--- config.mk ---
export PLATFORM = sky130hd
export DESIGN_NAME = traffic_light_sequencer
export DESIGN_NICKNAME = d
export VERILOG_FILES = /design/src/tls_pkg.sv /design/src/tls_cfg_regs.sv /design/src/tls_in_reg.sv /design/src/tls_core.sv /design/src/traffic_light_sequencer.sv
export VERILOG_INCLUDE_DIRS = /design/src /design/src/src
export SDC_FILE = /design/constraint.sdc
export NUM_CORES = 1
export LEC_CHECK = 0
export ABC_AREA = 1
export BUFFER_PORTS_ARGS = -buffer_cell sky130_fd_sc_hd__buf_2
export CAP_MARGIN = 10
export CORE_MARGIN = 4
export CORE_UTILIZATION = 45
export DETAILED_ROUTE_END_ITERATION = 10
export PLACE_DENSITY = 0.72
export SETUP_SLACK_MARGIN = 0.2
export SKIP_CTS_REPAIR_TIMING = 1
export SKIP_LAST_GASP = 1
export SLEW_MARGIN = 20
export SYNTH_ARGS = -nofsm -noshare
export SYNTH_HDL_FRONTEND = slang
export SYNTH_SLANG_ARGS = --single-unit
--- constraint.sdc ---
create_clock -name clk -period 9.73 [get_ports clk]
set_clock_uncertainty 0.1 [all_clocks]
set_input_delay 1.4595 -clock clk [delete_from_list [all_inputs] [get_ports clk]]
set_output_delay 1.4595 -clock clk [all_outputs]
set_load 0.02 [all_outputs]
--- src/assert_macros.svh ---
// Assertion helpers for the RTL files, included by tls_core
`ifndef ASSERT_MACROS_SVH
`define ASSERT_MACROS_SVH

// Clocked implication check, masked while reset is held
`define TLS_ASSERT(label, prop, msg) \
  label: assert property (@(posedge clk) disable iff (!rst_n) prop) else $error(msg);

// Clocked check that also holds during reset
`define TLS_ASSERT_ALWAYS(label, prop, msg) \
  label: assert property (@(posedge clk) prop) else $error(msg);

`endif

--- src/tls_pkg.sv ---
package tls_pkg;

  // Counter and field widths
  localparam int COUNT_BITS = 24;
  localparam int TIME_W     = 24;
  localparam int CMP_W      = (COUNT_BITS > TIME_W) ? COUNT_BITS : TIME_W;
  localparam int CFG_ADDR_W = 3;
  localparam int CFG_DATA_W = 24;
  localparam int IN_DATA_W  = 8;
  localparam int OUT_DATA_W = 32;

  localparam logic [COUNT_BITS-1:0] TICK_MAX = '1;

  // Reset durations in ticks
  localparam logic [TIME_W-1:0] RST_RED_TIME    = TIME_W'(30000);
  localparam logic [TIME_W-1:0] RST_YELLOW_TIME = TIME_W'(3000);
  localparam logic [TIME_W-1:0] RST_GREEN_TIME  = TIME_W'(25000);
  localparam logic [TIME_W-1:0] RST_RY_TIME     = TIME_W'(2000);

  // Register indexes on the config port
  typedef enum logic [CFG_ADDR_W-1:0] {
    REG_RED_TIME    = 3'd0,
    REG_YELLOW_TIME = 3'd1,
    REG_GREEN_TIME  = 3'd2,
    REG_RY_TIME     = 3'd3,
    REG_STYLE       = 3'd4
  } cfg_reg_t;

  typedef enum logic {
    STYLE_US = 1'b0,
    STYLE_EU = 1'b1
  } style_t;

  typedef enum logic {
    MODE_TICK = 1'b0,
    MODE_CMD  = 1'b1
  } mode_t;

  typedef enum logic [2:0] {
    CMD_START   = 3'd0,
    CMD_STOP    = 3'd1,
    CMD_RED     = 3'd2,
    CMD_YELLOW  = 3'd3,
    CMD_GREEN   = 3'd4,
    CMD_RY      = 3'd5,
    CMD_ALL_OFF = 3'd6
  } cmd_t;

  // Lamp phase, one-hot
  typedef enum logic [4:0] {
    PH_OFF    = 5'b00001,
    PH_RED    = 5'b00010,
    PH_RY     = 5'b00100,
    PH_GREEN  = 5'b01000,
    PH_YELLOW = 5'b10000
  } phase_t;

  // Phase codes as reported on the result word
  localparam logic [2:0] LP_OFF    = 3'd0;
  localparam logic [2:0] LP_RED    = 3'd1;
  localparam logic [2:0] LP_RY     = 3'd2;
  localparam logic [2:0] LP_GREEN  = 3'd3;
  localparam logic [2:0] LP_YELLOW = 3'd4;

  typedef struct packed {
    logic [TIME_W-1:0] red_time;
    logic [TIME_W-1:0] yellow_time;
    logic [TIME_W-1:0] green_time;
    logic [TIME_W-1:0] ry_time;
    style_t            style;
  } cfg_t;

  typedef struct packed {
    mode_t mode;
    cmd_t  command;
  } item_t;

  typedef struct packed {
    logic [TIME_W-1:0] time_in_phase;
    logic              cycling;
    logic [2:0]        light_phase;
    logic              green_lamp;
    logic              yellow_lamp;
    logic              red_lamp;
  } result_t;

  function automatic logic [2:0] phase_code(input phase_t ph);
    logic [2:0] code;
    unique case (ph)
      PH_RED:    code = LP_RED;
      PH_RY:     code = LP_RY;
      PH_GREEN:  code = LP_GREEN;
      PH_YELLOW: code = LP_YELLOW;
      default:   code = LP_OFF;
    endcase
    return code;
  endfunction

endpackage

--- src/tls_cfg_regs.sv ---
module tls_cfg_regs (
  input  logic                           clk,
  input  logic                           rst_n,
  input  logic                           cfg_we,
  input  logic [tls_pkg::CFG_ADDR_W-1:0] cfg_addr,
  input  logic [tls_pkg::CFG_DATA_W-1:0] cfg_wdata,
  output tls_pkg::cfg_t                  cfg
);
  import tls_pkg::*;

  cfg_t cfg_r, cfg_nxt;

  // Register write decode
  always_comb begin
    cfg_nxt = cfg_r;
    if (cfg_we) begin
      unique case (cfg_addr)
        REG_RED_TIME:    cfg_nxt.red_time    = cfg_wdata[TIME_W-1:0];
        REG_YELLOW_TIME: cfg_nxt.yellow_time = cfg_wdata[TIME_W-1:0];
        REG_GREEN_TIME:  cfg_nxt.green_time  = cfg_wdata[TIME_W-1:0];
        REG_RY_TIME:     cfg_nxt.ry_time     = cfg_wdata[TIME_W-1:0];
        REG_STYLE:       cfg_nxt.style       = style_t'(cfg_wdata[0]);
        default:         cfg_nxt = cfg_r;
      endcase
    end
  end

  always_ff @(posedge clk) begin
    if (!rst_n) begin
      cfg_r.red_time    <= RST_RED_TIME;
      cfg_r.yellow_time <= RST_YELLOW_TIME;
      cfg_r.green_time  <= RST_GREEN_TIME;
      cfg_r.ry_time     <= RST_RY_TIME;
      cfg_r.style       <= STYLE_US;
    end else begin
      cfg_r <= cfg_nxt;
    end
  end

  assign cfg = cfg_r;

endmodule

--- src/tls_in_reg.sv ---
module tls_in_reg (
  input  logic                          clk,
  input  logic                          rst_n,
  input  logic                          in_tvalid,
  output logic                          in_tready,
  input  logic [tls_pkg::IN_DATA_W-1:0] in_tdata,
  input  logic                          in_tuser,
  input  logic                          take,
  output logic                          item_vld,
  output tls_pkg::item_t                item
);
  import tls_pkg::*;

  logic  vld_r, vld_nxt;
  item_t item_r;

  // Stage is free when empty or when its word moves on this cycle
  assign in_tready = !vld_r || take;

  always_comb begin
    vld_nxt = vld_r;
    if (in_tready) vld_nxt = in_tvalid;
  end

  always_ff @(posedge clk) begin
    if (!rst_n) vld_r <= 1'b0;
    else        vld_r <= vld_nxt;
  end

  // Payload, no reset
  always_ff @(posedge clk) begin
    if (in_tvalid && in_tready) begin
      item_r.mode    <= mode_t'(in_tuser);
      item_r.command <= cmd_t'(in_tdata[2:0]);
    end
  end

  assign item_vld = vld_r;
  assign item     = item_r;

endmodule

--- src/tls_core.sv ---
module tls_core (
  input  logic             clk,
  input  logic             rst_n,
  input  tls_pkg::cfg_t    cfg,
  input  logic             item_vld,
  input  tls_pkg::item_t   item,
  output logic             take,
  output logic             out_valid,
  input  logic             out_ready,
  output tls_pkg::result_t result
);
  import tls_pkg::*;

  `include "assert_macros.svh"

  phase_t                phase_r, phase_nxt;
  logic                  cycling_r, cycling_nxt;
  logic [COUNT_BITS-1:0] ticks_r, ticks_nxt;
  logic                  out_valid_r, out_valid_nxt;
  result_t               result_r;

  logic [COUNT_BITS-1:0] ticks_inc;
  logic [TIME_W-1:0]     limit;
  logic                  timed;
  logic                  expired;
  logic [CMP_W-1:0]      ticks_nxt_ext;
  phase_t                phase_adv;

  // Word moves from input stage into result register
  assign take = item_vld && (!out_valid_r || out_ready);

  // Saturating tick count
  assign ticks_inc = (ticks_r == TICK_MAX) ? ticks_r : ticks_r + 1'b1;

  // Duration of the current phase
  always_comb begin
    limit = '0;
    timed = 1'b1;
    unique case (phase_r)
      PH_RED:    limit = cfg.red_time;
      PH_RY:     limit = cfg.ry_time;
      PH_GREEN:  limit = cfg.green_time;
      PH_YELLOW: limit = cfg.yellow_time;
      default:   timed = 1'b0;
    endcase
  end

  assign expired = timed && (CMP_W'(ticks_inc) >= CMP_W'(limit));

  // Successor phase while cycling
  always_comb begin
    unique case (phase_r)
      PH_RED:   phase_adv = (cfg.style == STYLE_EU) ? PH_RY : PH_GREEN;
      PH_RY:    phase_adv = (cfg.style == STYLE_EU) ? PH_GREEN : PH_RED;
      PH_GREEN: phase_adv = PH_YELLOW;
      default:  phase_adv = PH_RED;
    endcase
  end

  // State update for one word
  always_comb begin
    phase_nxt   = phase_r;
    cycling_nxt = cycling_r;
    ticks_nxt   = ticks_r;
    if (take) begin
      if (item.mode == MODE_TICK) begin
        ticks_nxt = ticks_inc;
        if (cycling_r && expired) begin
          phase_nxt = phase_adv;
          ticks_nxt = '0;
        end
      end else begin
        case (item.command) inside
          CMD_START: begin
            cycling_nxt = 1'b1;
            phase_nxt   = PH_RED;
            ticks_nxt   = '0;
          end
          CMD_STOP, CMD_ALL_OFF: begin
            cycling_nxt = 1'b0;
            phase_nxt   = PH_OFF;
            ticks_nxt   = '0;
          end
          CMD_RED: begin
            cycling_nxt = 1'b0;
            phase_nxt   = PH_RED;
            ticks_nxt   = '0;
          end
          CMD_YELLOW: begin
            cycling_nxt = 1'b0;
            phase_nxt   = PH_YELLOW;
            ticks_nxt   = '0;
          end
          CMD_GREEN: begin
            cycling_nxt = 1'b0;
            phase_nxt   = PH_GREEN;
            ticks_nxt   = '0;
          end
          CMD_RY: begin
            cycling_nxt = 1'b0;
            phase_nxt   = PH_RY;
            ticks_nxt   = '0;
          end
          // undefined command: state holds
          default: ;
        endcase
      end
    end
  end

  assign ticks_nxt_ext = CMP_W'(ticks_nxt);

  // Result valid
  always_comb begin
    out_valid_nxt = out_valid_r;
    if (take)           out_valid_nxt = 1'b1;
    else if (out_ready) out_valid_nxt = 1'b0;
  end

  always_ff @(posedge clk) begin
    if (!rst_n) begin
      phase_r     <= PH_RED;
      cycling_r   <= 1'b1;
      ticks_r     <= '0;
      out_valid_r <= 1'b0;
    end else begin
      phase_r     <= phase_nxt;
      cycling_r   <= cycling_nxt;
      ticks_r     <= ticks_nxt;
      out_valid_r <= out_valid_nxt;
    end
  end

  // Result payload reports the state after the update
  always_ff @(posedge clk) begin
    if (take) begin
      result_r.red_lamp      <= (phase_nxt == PH_RED) || (phase_nxt == PH_RY);
      result_r.yellow_lamp   <= (phase_nxt == PH_YELLOW) || (phase_nxt == PH_RY);
      result_r.green_lamp    <= (phase_nxt == PH_GREEN);
      result_r.light_phase   <= phase_code(phase_nxt);
      result_r.cycling       <= cycling_nxt;
      result_r.time_in_phase <= ticks_nxt_ext[TIME_W-1:0];
    end
  end

  assign out_valid = out_valid_r;
  assign result    = result_r;

  // Start command restarts cycling at red with a cleared count
  `TLS_ASSERT(a_start_red,
    (take && item.mode == MODE_CMD && item.command == CMD_START)
      |=> (cycling_r && phase_r == PH_RED && ticks_r == '0),
    "start command did not restart cycling at red")

  // Ticks never move the phase while cycling is stopped
  `TLS_ASSERT(a_hold_stopped,
    (take && item.mode == MODE_TICK && !cycling_r) |=> $stable(phase_r),
    "phase changed on a tick while stopped")

  // A saturated counter stays saturated on ticks that do not advance
  `TLS_ASSERT(a_tick_saturate,
    (take && item.mode == MODE_TICK && ticks_r == TICK_MAX && !expired)
      |=> (ticks_r == TICK_MAX),
    "tick counter wrapped")

  // Result register is filled only by a word taken from the input stage
  `TLS_ASSERT(a_valid_source,
    $rose(out_valid_r) |-> $past(take),
    "result valid without a taken word")

endmodule

--- src/traffic_light_sequencer.sv ---
// Traffic light sequencer.
// Input channel in_*: one word per tick or command. in_tuser carries the
// mode (0 one-millisecond tick, 1 command); in_tdata carries the command.
// Each accepted word yields exactly one result word on out_* with the lamp
// drives, phase code, cycling flag and ticks spent in the phase, all taken
// after the word has been applied.
// Config port cfg_*: cfg_we writes cfg_wdata into register cfg_addr
// (0 red, 1 yellow, 2 green, 3 red+yellow durations, 4 style); write only
// while no word is in flight.
// The input register holds an accepted word; the state update, a single step,
// writes its result into the result register. These two registers form a
// two-deep pipe that sustains one word per cycle while out_tready is high.
// Reset (rst_n low, synchronous): phase red, cycling on, count zero,
// durations 30000/3000/25000/2000 ticks, American style, no word held.
// When out_tready is low the result word holds; if the input register is
// empty it still takes one more word, and then in_tready drops.
module traffic_light_sequencer (
  input  logic                           clk,
  input  logic                           rst_n,
  input  logic                           in_tvalid,
  output logic                           in_tready,
  input  logic [tls_pkg::IN_DATA_W-1:0]  in_tdata,   // [2:0] command, rest zero
  input  logic                           in_tuser,   // [0] mode
  output logic                           out_tvalid,
  input  logic                           out_tready,
  // [0] red_lamp, [1] yellow_lamp, [2] green_lamp, [5:3] light_phase,
  // [6] cycling, [30:7] time_in_phase, [31] zero
  output logic [tls_pkg::OUT_DATA_W-1:0] out_tdata,
  input  logic                           cfg_we,
  input  logic [tls_pkg::CFG_ADDR_W-1:0] cfg_addr,
  input  logic [tls_pkg::CFG_DATA_W-1:0] cfg_wdata
);
  import tls_pkg::*;

  cfg_t    cfg;
  item_t   item;
  logic    item_vld;
  logic    take;
  result_t result;

  tls_cfg_regs u_cfg (
    .clk       (clk),
    .rst_n     (rst_n),
    .cfg_we    (cfg_we),
    .cfg_addr  (cfg_addr),
    .cfg_wdata (cfg_wdata),
    .cfg       (cfg)
  );

  tls_in_reg u_in (
    .clk       (clk),
    .rst_n     (rst_n),
    .in_tvalid (in_tvalid),
    .in_tready (in_tready),
    .in_tdata  (in_tdata),
    .in_tuser  (in_tuser),
    .take      (take),
    .item_vld  (item_vld),
    .item      (item)
  );

  tls_core u_core (
    .clk       (clk),
    .rst_n     (rst_n),
    .cfg       (cfg),
    .item_vld  (item_vld),
    .item      (item),
    .take      (take),
    .out_valid (out_tvalid),
    .out_ready (out_tready),
    .result    (result)
  );

  // Pack result word, last field lowest, top bit zero
  assign out_tdata = {1'b0, result};

endmodule
### Word level (Yosys, flattened, before mapping)

Index checks and enable logic that the tools add are counted.

* $add $sub $neg: 1
* magnitude comparators: 1
* equality and inequality tests: 19
* multiplexer cells: 35
* reduce and logical (&&, ||, !) cells: 20

Operators by type and width (count)
* two-way mux 24 bit: 10
* case mux 24 bit (4 select lines): 1
* two-way mux 5 bit: 9
* adder 24 x 1 -> 24 bit, second input constant: 1
* == test 24 bit, second input constant: 1
* >= comparator 24 bit: 1
* case mux 5 bit (3 select lines): 1
* == test 3 x 2 -> 1 bit, second input constant: 4
* == test 3 bit, second input constant: 4
* case mux 3 bit (4 select lines): 1
* two-way mux 1 bit: 11
* == test 5 x 2 -> 1 bit, second input constant: 2
* == test 5 x 3 -> 1 bit, second input constant: 2
* == test 5 x 4 -> 1 bit, second input constant: 2
* == test 5 bit, second input constant: 2
* AND reduction 2 bit: 5
* two-way mux 4 bit: 2
* == test 3 x 1 -> 1 bit, second input constant: 2
* logical NOT 3 bit: 2
* logical AND 1 bit: 4
* logical OR 1 bit: 4
* OR reduction 4 bit: 1
* logical NOT 1 bit: 2
* nonzero test 2 bit: 1
* OR reduction 2 bit: 1

* register bits: 164
* input port bits: 41
* output and inout port bits: 34
* logic and storage cells: 94

### Logic depth before layout (Yosys ltp)

* depth in word-level cells: 11
* depth in mapped cells: 29
* depth with buffers taken out: 29

### Modules after synthesis

From an unflattened synthesis, not the netlist that was laid out.

* cell total of the unflattened synthesis: 1116
* area, all modules: 8345.5 um^2

Modules (own cells, without submodules)
* tls_core: times used 1, cells an instance 565, area an instance 4329.2 um^2, seq. area each 1551.5 um^2
* tls_cfg_regs: times used 1, cells an instance 538, area an instance 3833.7 um^2, seq. area each 1941.9 um^2
* tls_in_reg: times used 1, cells an instance 11, area an instance 171.4 um^2, seq. area each 140.1 um^2
* traffic_light_sequencer: times used 1, cells an instance 2, area an instance 11.3 um^2, seq. area each 0.0 um^2

### Worst setup path before layout

No wires, ideal clock.

* path kind: input to register
* start point: in out_tready
* end point: reg u_core.result_r (netlist bit u_core.result[3]) (data pin)
* library setup time: 0.131 ns
* arrival time: 3.374 ns
* data required time: 9.499 ns
* setup slack: 6.125 ns
* stages on the path: 10
* buffers on the path: 0
* cells stage by stage: inv_1 nand2_1 nand2_1 inv_1 o21ai_1 a32oi_1 nand3_1 nor2_1 nand2_1 nand2_1

* longest elaborated chain between the ends: 5
* elaborated cells on any way between the ends: 8
* those cells by class: eq/ne: 4; mux: 2; reduce/logical: 2

Ends and longest elaborated chain
* start, declared: RTL line traffic_light_sequencer.sv:25 `input logic out_tready,`
* logical OR 1 bit (*): RTL line tls_core.sv:30 `assign take = item_vld && (!out_valid_r || out_ready);`
* logical AND 1 bit (*): RTL line tls_core.sv:30
* via take: RTL line traffic_light_sequencer.sv:38 `logic take;`
* two-way mux 5 bit (*): RTL line tls_core.sv:65 `if (take) begin`
* == test 5 bit (tied with other cells): RTL line tls_pkg.sv:89 `unique case (ph)`
* case mux 3 bit (4 select lines) (*): RTL line tls_pkg.sv:89
* end, declared: RTL line tls_core.sv:20 `result_t result_r;`

The timed path passes the listed nets; every way through them passes the cells marked *.
A chain may end at the register's enable or synchronous reset.

### Worst setup path in the final report

* start point: reg u_core.ticks_r[0]
* end point: reg u_core.result_r (netlist bit u_core.result[3]) (data pin)

* longest elaborated chain between the ends: 10
* elaborated cells on any way between the ends: 14
* those cells by class: add/sub: 1; order compare: 1; eq/ne: 5; mux: 5; reduce/logical: 2

Ends and longest elaborated chain
* start, declared: RTL line tls_core.sv:18 `logic [COUNT_BITS-1:0] ticks_r, ticks_nxt;`
* start signal, assigned: RTL line tls_core.sv:129 `ticks_r <= ticks_nxt;`
* adder 24 x 1 -> 24 bit or == test 24 bit (tied branches): RTL line tls_core.sv:33 `assign ticks_inc = (ticks_r == TICK_MAX) ? ticks_r : ticks_r + 1'b1;`
* two-way mux 24 bit (*): RTL line tls_core.sv:33
* >= comparator 24 bit (*): RTL line tls_core.sv:48 `assign expired = timed && (CMP_W'(ticks_inc) >= CMP_W'(limit));`
* logical AND 1 bit (*): RTL line tls_core.sv:48
* logical AND 1 bit (*): RTL line tls_core.sv:68 `if (cycling_r && expired) begin`
* two-way mux 5 bit (*): RTL line tls_core.sv:68
* two-way mux 5 bit (*): RTL line tls_core.sv:66 `if (item.mode == MODE_TICK) begin`
* two-way mux 5 bit (*): RTL line tls_core.sv:65
* == test 5 bit (tied with other cells): RTL line tls_pkg.sv:89
* case mux 3 bit (4 select lines) (*): RTL line tls_pkg.sv:89

Every way passes the cells marked *; elsewhere a longest branch is shown, timed or not.

==> results summary <==
The flow ran to the end, and the final reports show no timing, DRC or antenna violations. For the worst setup path, the data required time is slightly below 10 ns. The placed wire-length estimate came out at between 10 and 15 mm. The worst hold path depth is 2. The tool flagged a number of max-cap violations equal to 0. The number of routed nets with antenna violations came out at 0. The remaining global-route overflow is 0. The logic gate share of total power is about 9%. The count of unresolved DRC violations after routing is 0. The repair_antennas step left the layout with diodes totalling 0. The initial utilization of the core area, before any placement, comes to between 40% and 50%.

The critical path capture point type is a flop. The share of the core filled with cells is between 50% and 60%. Routability-driven placement finished with a final weighted congestion of about 0.88.

The arrival time at the worst endpoint came out at around 4.1 ns. Among all flip-flop cells after synthesis, the most frequent one is sky130_fd_sc_hd__dfxtp_1. The total length of routed wires came out at around 19 mm. Dividing the final minimum period by the clock period gives about two fifths. Relative to the synthesized area, the layout overhead comes to 14.2%. The number of buffers and inverters on the critical path is 1. The signal on the critical path passes through ha_1, nand2_1, nor2_4, inv_1, nor2_2, nand4_2, nand2_1, ha_1, a21o_1, nor2_1, nand2_1, a21oi_1, nand2_1, nand2_2, nand2_1, nand3_1, nand2_1, nand2_1, nor2_1, nand2_1, nand2_1. The clock network fraction of total power is between 40% and 50%. The number of buffers added by the clock tree synthesis step came out at 17.

The total stage count of the critical path is 21. The synthesized design spends more area on one cell type than any other, namely sky130_fd_sc_hd__dfxtp_1. For the finished layout, the period the worst path requires is about 4 ns. The later pin in the worst-skew pair is clocked with a latency of 0.42 ns. TritonCTS built the clock tree. The first global-routing pass estimated between 30 and 40 mm of wire. The layout filler cell count is 1650. In this run, synthesis inferred 35 flip-flops with an integrated enable. The count of pins over their slew limit came to 0. The chip height is about 140 um. The element type at the critical path start is a flop.

The total of buffers placed on input and output ports is 68. The internal power summed over all cells came out at 1.17 mW. The instance count of the mapped netlist came out at 1024. The fmax came out at around 250 MHz. Sequential cells were found to cover approximately 47% of the synthesized design area. Sorting the synthesized cells by area gives the leading types as sky130_fd_sc_hd__dfxtp_1, sky130_fd_sc_hd__edfxtp_1, sky130_fd_sc_hd__nand2_1. The iteration-0 DRC count of the detailed router came out at about 570. The count of final hold-check violations is 0. The maximum level of the CTS H-tree is 4. The total global-route track usage is between 10% and 20%. The number of distinct standard cells referenced by the synthesized netlist came out at 47.

The most frequent cell on the critical path is sky130_fd_sc_hd__nand2_1. The summed instance area of the synthesized netlist is 0.00778 mm2. Of all nets on the critical path, the largest fanout is 17. The number of setup violations in the final report is 0. The worst setup path is of the flop to flop kind.

The largest vdd supply drop came out at around 0.00017 V. The via density per instance is 5.18. The post-synthesis register bit count is between 150 and 200. The net switching power of the design came out at between 0.3 and 0.4 mW. Setup repair after global routing left no endpoint under its margin. The kind of cell with the highest combined delay on the critical path is simple AND/OR/NAND/NOR gates.

The fraction of registers with async set or reset after synthesis is 0%. The most common cell in the netlist is sky130_fd_sc_hd__nand2_1. The number of global-route vias before repair came out at roughly 6300. Ranked by instance count, the synthesized netlist is headed by sky130_fd_sc_hd__nand2_1, sky130_fd_sc_hd__nor2_1, sky130_fd_sc_hd__dfxtp_1, sky130_fd_sc_hd__o21ai_0, sky130_fd_sc_hd__inv_1. The total of warnings raised by yosys came out at 0. The class of the tightest hold or removal check is flop to flop. The maximum cell stage delay along the critical path came out at 0.46 ns. The clock drives 164 sinks.

The power per standard cell area is 174 mW/mm2. The largest individual stage delay along the critical path comes from the cell sky130_fd_sc_hd__dfxtp_1. The number of core rows is 47.

The routed layout has a little under 7000 vias. The count of TritonRoute iterations in the first routing pass came out at 8. The cell sitting at the root of the clock tree is a sky130_fd_sc_hd__clkbuf_16. The core footprint is 0.0168 mm2. The chip width is around 140 um. The number of nets in the final layout is about 1100. The post-synthesis average cell area came out at 7.60 um2.

Sequential cells account for 47.1% of the total power. The fraction of synthesized cell area taken by the top area cell type came out at 33.2%. For this design the static power due to leakage is approximately 4 nW. The clock passes through at most 2 buffers.

The number of antenna violations at the first check in global routing came out at 0. The clock-pin slew on the worst setup and hold paths came out at ~0.06 ns. Headroom to the max-slew limit came out at between 30% and 40%. Entering global routing, the biggest net connects slightly above 100 pins. The total negative slack came out at 0 ns. The worst register-to-register path has a depth of 21.

The synthesized netlist net count came out at approximately 1100. The die footprint is 0.0195 mm2. Net switching is between 20% and 30% of the power. At the pin with the least slew margin, the transition time is roughly 0.96 ns. The boundary pin count is 75. In the final routed layout, each cell accounts on average for approximately 14 um. The proportion of layout cells with a drive suffix above 1 came out at around an eighth.
registers in the layout, indices dropped and copies added, names as in the netlist:
name              cells
u_cfg.cfg            97
u_core.out_valid      1
u_in.item_vld         1
u_in.item             4
u_core.result        31
u_core.ticks_r       24
u_core.phase_r        5
u_core.cycling_r      1
layout make-up:
type | instances | area [um2] | share of cell area [%]
inverter | 86 | 323 | 3.63
timing repair buffer | 75 | 393 | 4.42
sequential | 164 | 3630 | 40.9
multi-input combinational | 730 | 3660 | 41.1
clock inverter | 8 | 83.8 | 0.943
clock buffer | 24 | 524 | 5.90
tap | 220 | 275 | 3.10
worst min-delay path, stage by stage (launching register included):
cell                      delay, ns
sky130_fd_sc_hd__dfxtp_1       0.30
sky130_fd_sc_hd__inv_1         0.05
sky130_fd_sc_hd__a21oi_1       0.05
through the flow:
step / std cells / power (mW) / hold slack (ns) / setup WS (ns) / instance area (um2)
final: 1307 / 1.55 / 0.347 / 5.74 / 8890
after CTS: 1307 / 1.56 / 0.350 / 5.71 / 8890
after floorplan: 1024 / 0.841 / 0.325 / 6.13 / 7780
after global routing: 1307 / 1.61 / 0.364 / 5.34 / 8890
after detailed placement: 1275 / 0.885 / 0.341 / 5.74 / 8280
after global placement: 1275 / 0.882 / 0.334 / 5.73 / 8280
cell usage in the layout (no fill, tap or decap), drive strengths merged, types with 9 or more instances in the layout:
cell / n
nand2: 248
nor2: 166
dfxtp: 129
o21ai: 99
inv: 89
buf: 75
a21oi: 60
nand3: 46
edfxtp: 35
ha: 25
clkbuf: 24
a221oi: 23
xor2: 10
nor3: 10
nand4: 9
kinds of logic after synthesis:
| group | count (synthesis) | share of synthesized area [%] |
|---|---|---|
| simple gates | 490 | 26.3 |
| other cells | 1 | 0.0482 |
| xor+xnor | 16 | 1.80 |
| flops | 164 | 46.7 |
| fa+ha+maj | 25 | 4.02 |
| buf+inv | 130 | 6.38 |
| compound gates | 198 | 14.7 |
metal layers:
| layer | track usage [%] | share of wire [%] | routed length, um |
|---|---|---|---|
| met4 | 5.30 | 1.3 | 247 |
| met3 | 3.84 | 5.2 | 975 |
| met5 | 0 | 0 | 0 |
| met1 | 27.1 | 48 | 8960 |
| met2 | 30.6 | 45 | 8420 |
final timing paths:
| kind | from | end | slack (ns) |
|---|---|---|---|
| worst max-delay path | u_core.ticks_r[0]$_SDFF_PN0_ | u_core.result[3]$_DFFE_PP_ | 5.74 |
| worst min-delay path | u_cfg.cfg[15]$_SDFFE_PN0P_ | u_cfg.cfg[15]$_SDFFE_PN0P_ | 0.35 |
| worst max register to register | u_core.ticks_r[0]$_SDFF_PN0_ | u_core.result[3]$_DFFE_PP_ | 5.74 |
| worst min register to register | u_cfg.cfg[15]$_SDFFE_PN0P_ | u_cfg.cfg[15]$_SDFFE_PN0P_ | 0.35 |
power groups by stage:
stage,logic [mW],clock network (mW),registers [mW]
3_3_place_gp,0.138,0,0.744
3_5_place_dp,0.140,0,0.745
4_1_cts,0.141,0.691,0.730
6_report,0.141,0.679,0.730
5_1_grt,0.159,0.721,0.732
2_1_floorplan,0.0887,0,0.752
Note: power is estimated with default switching activity, not from simulation.
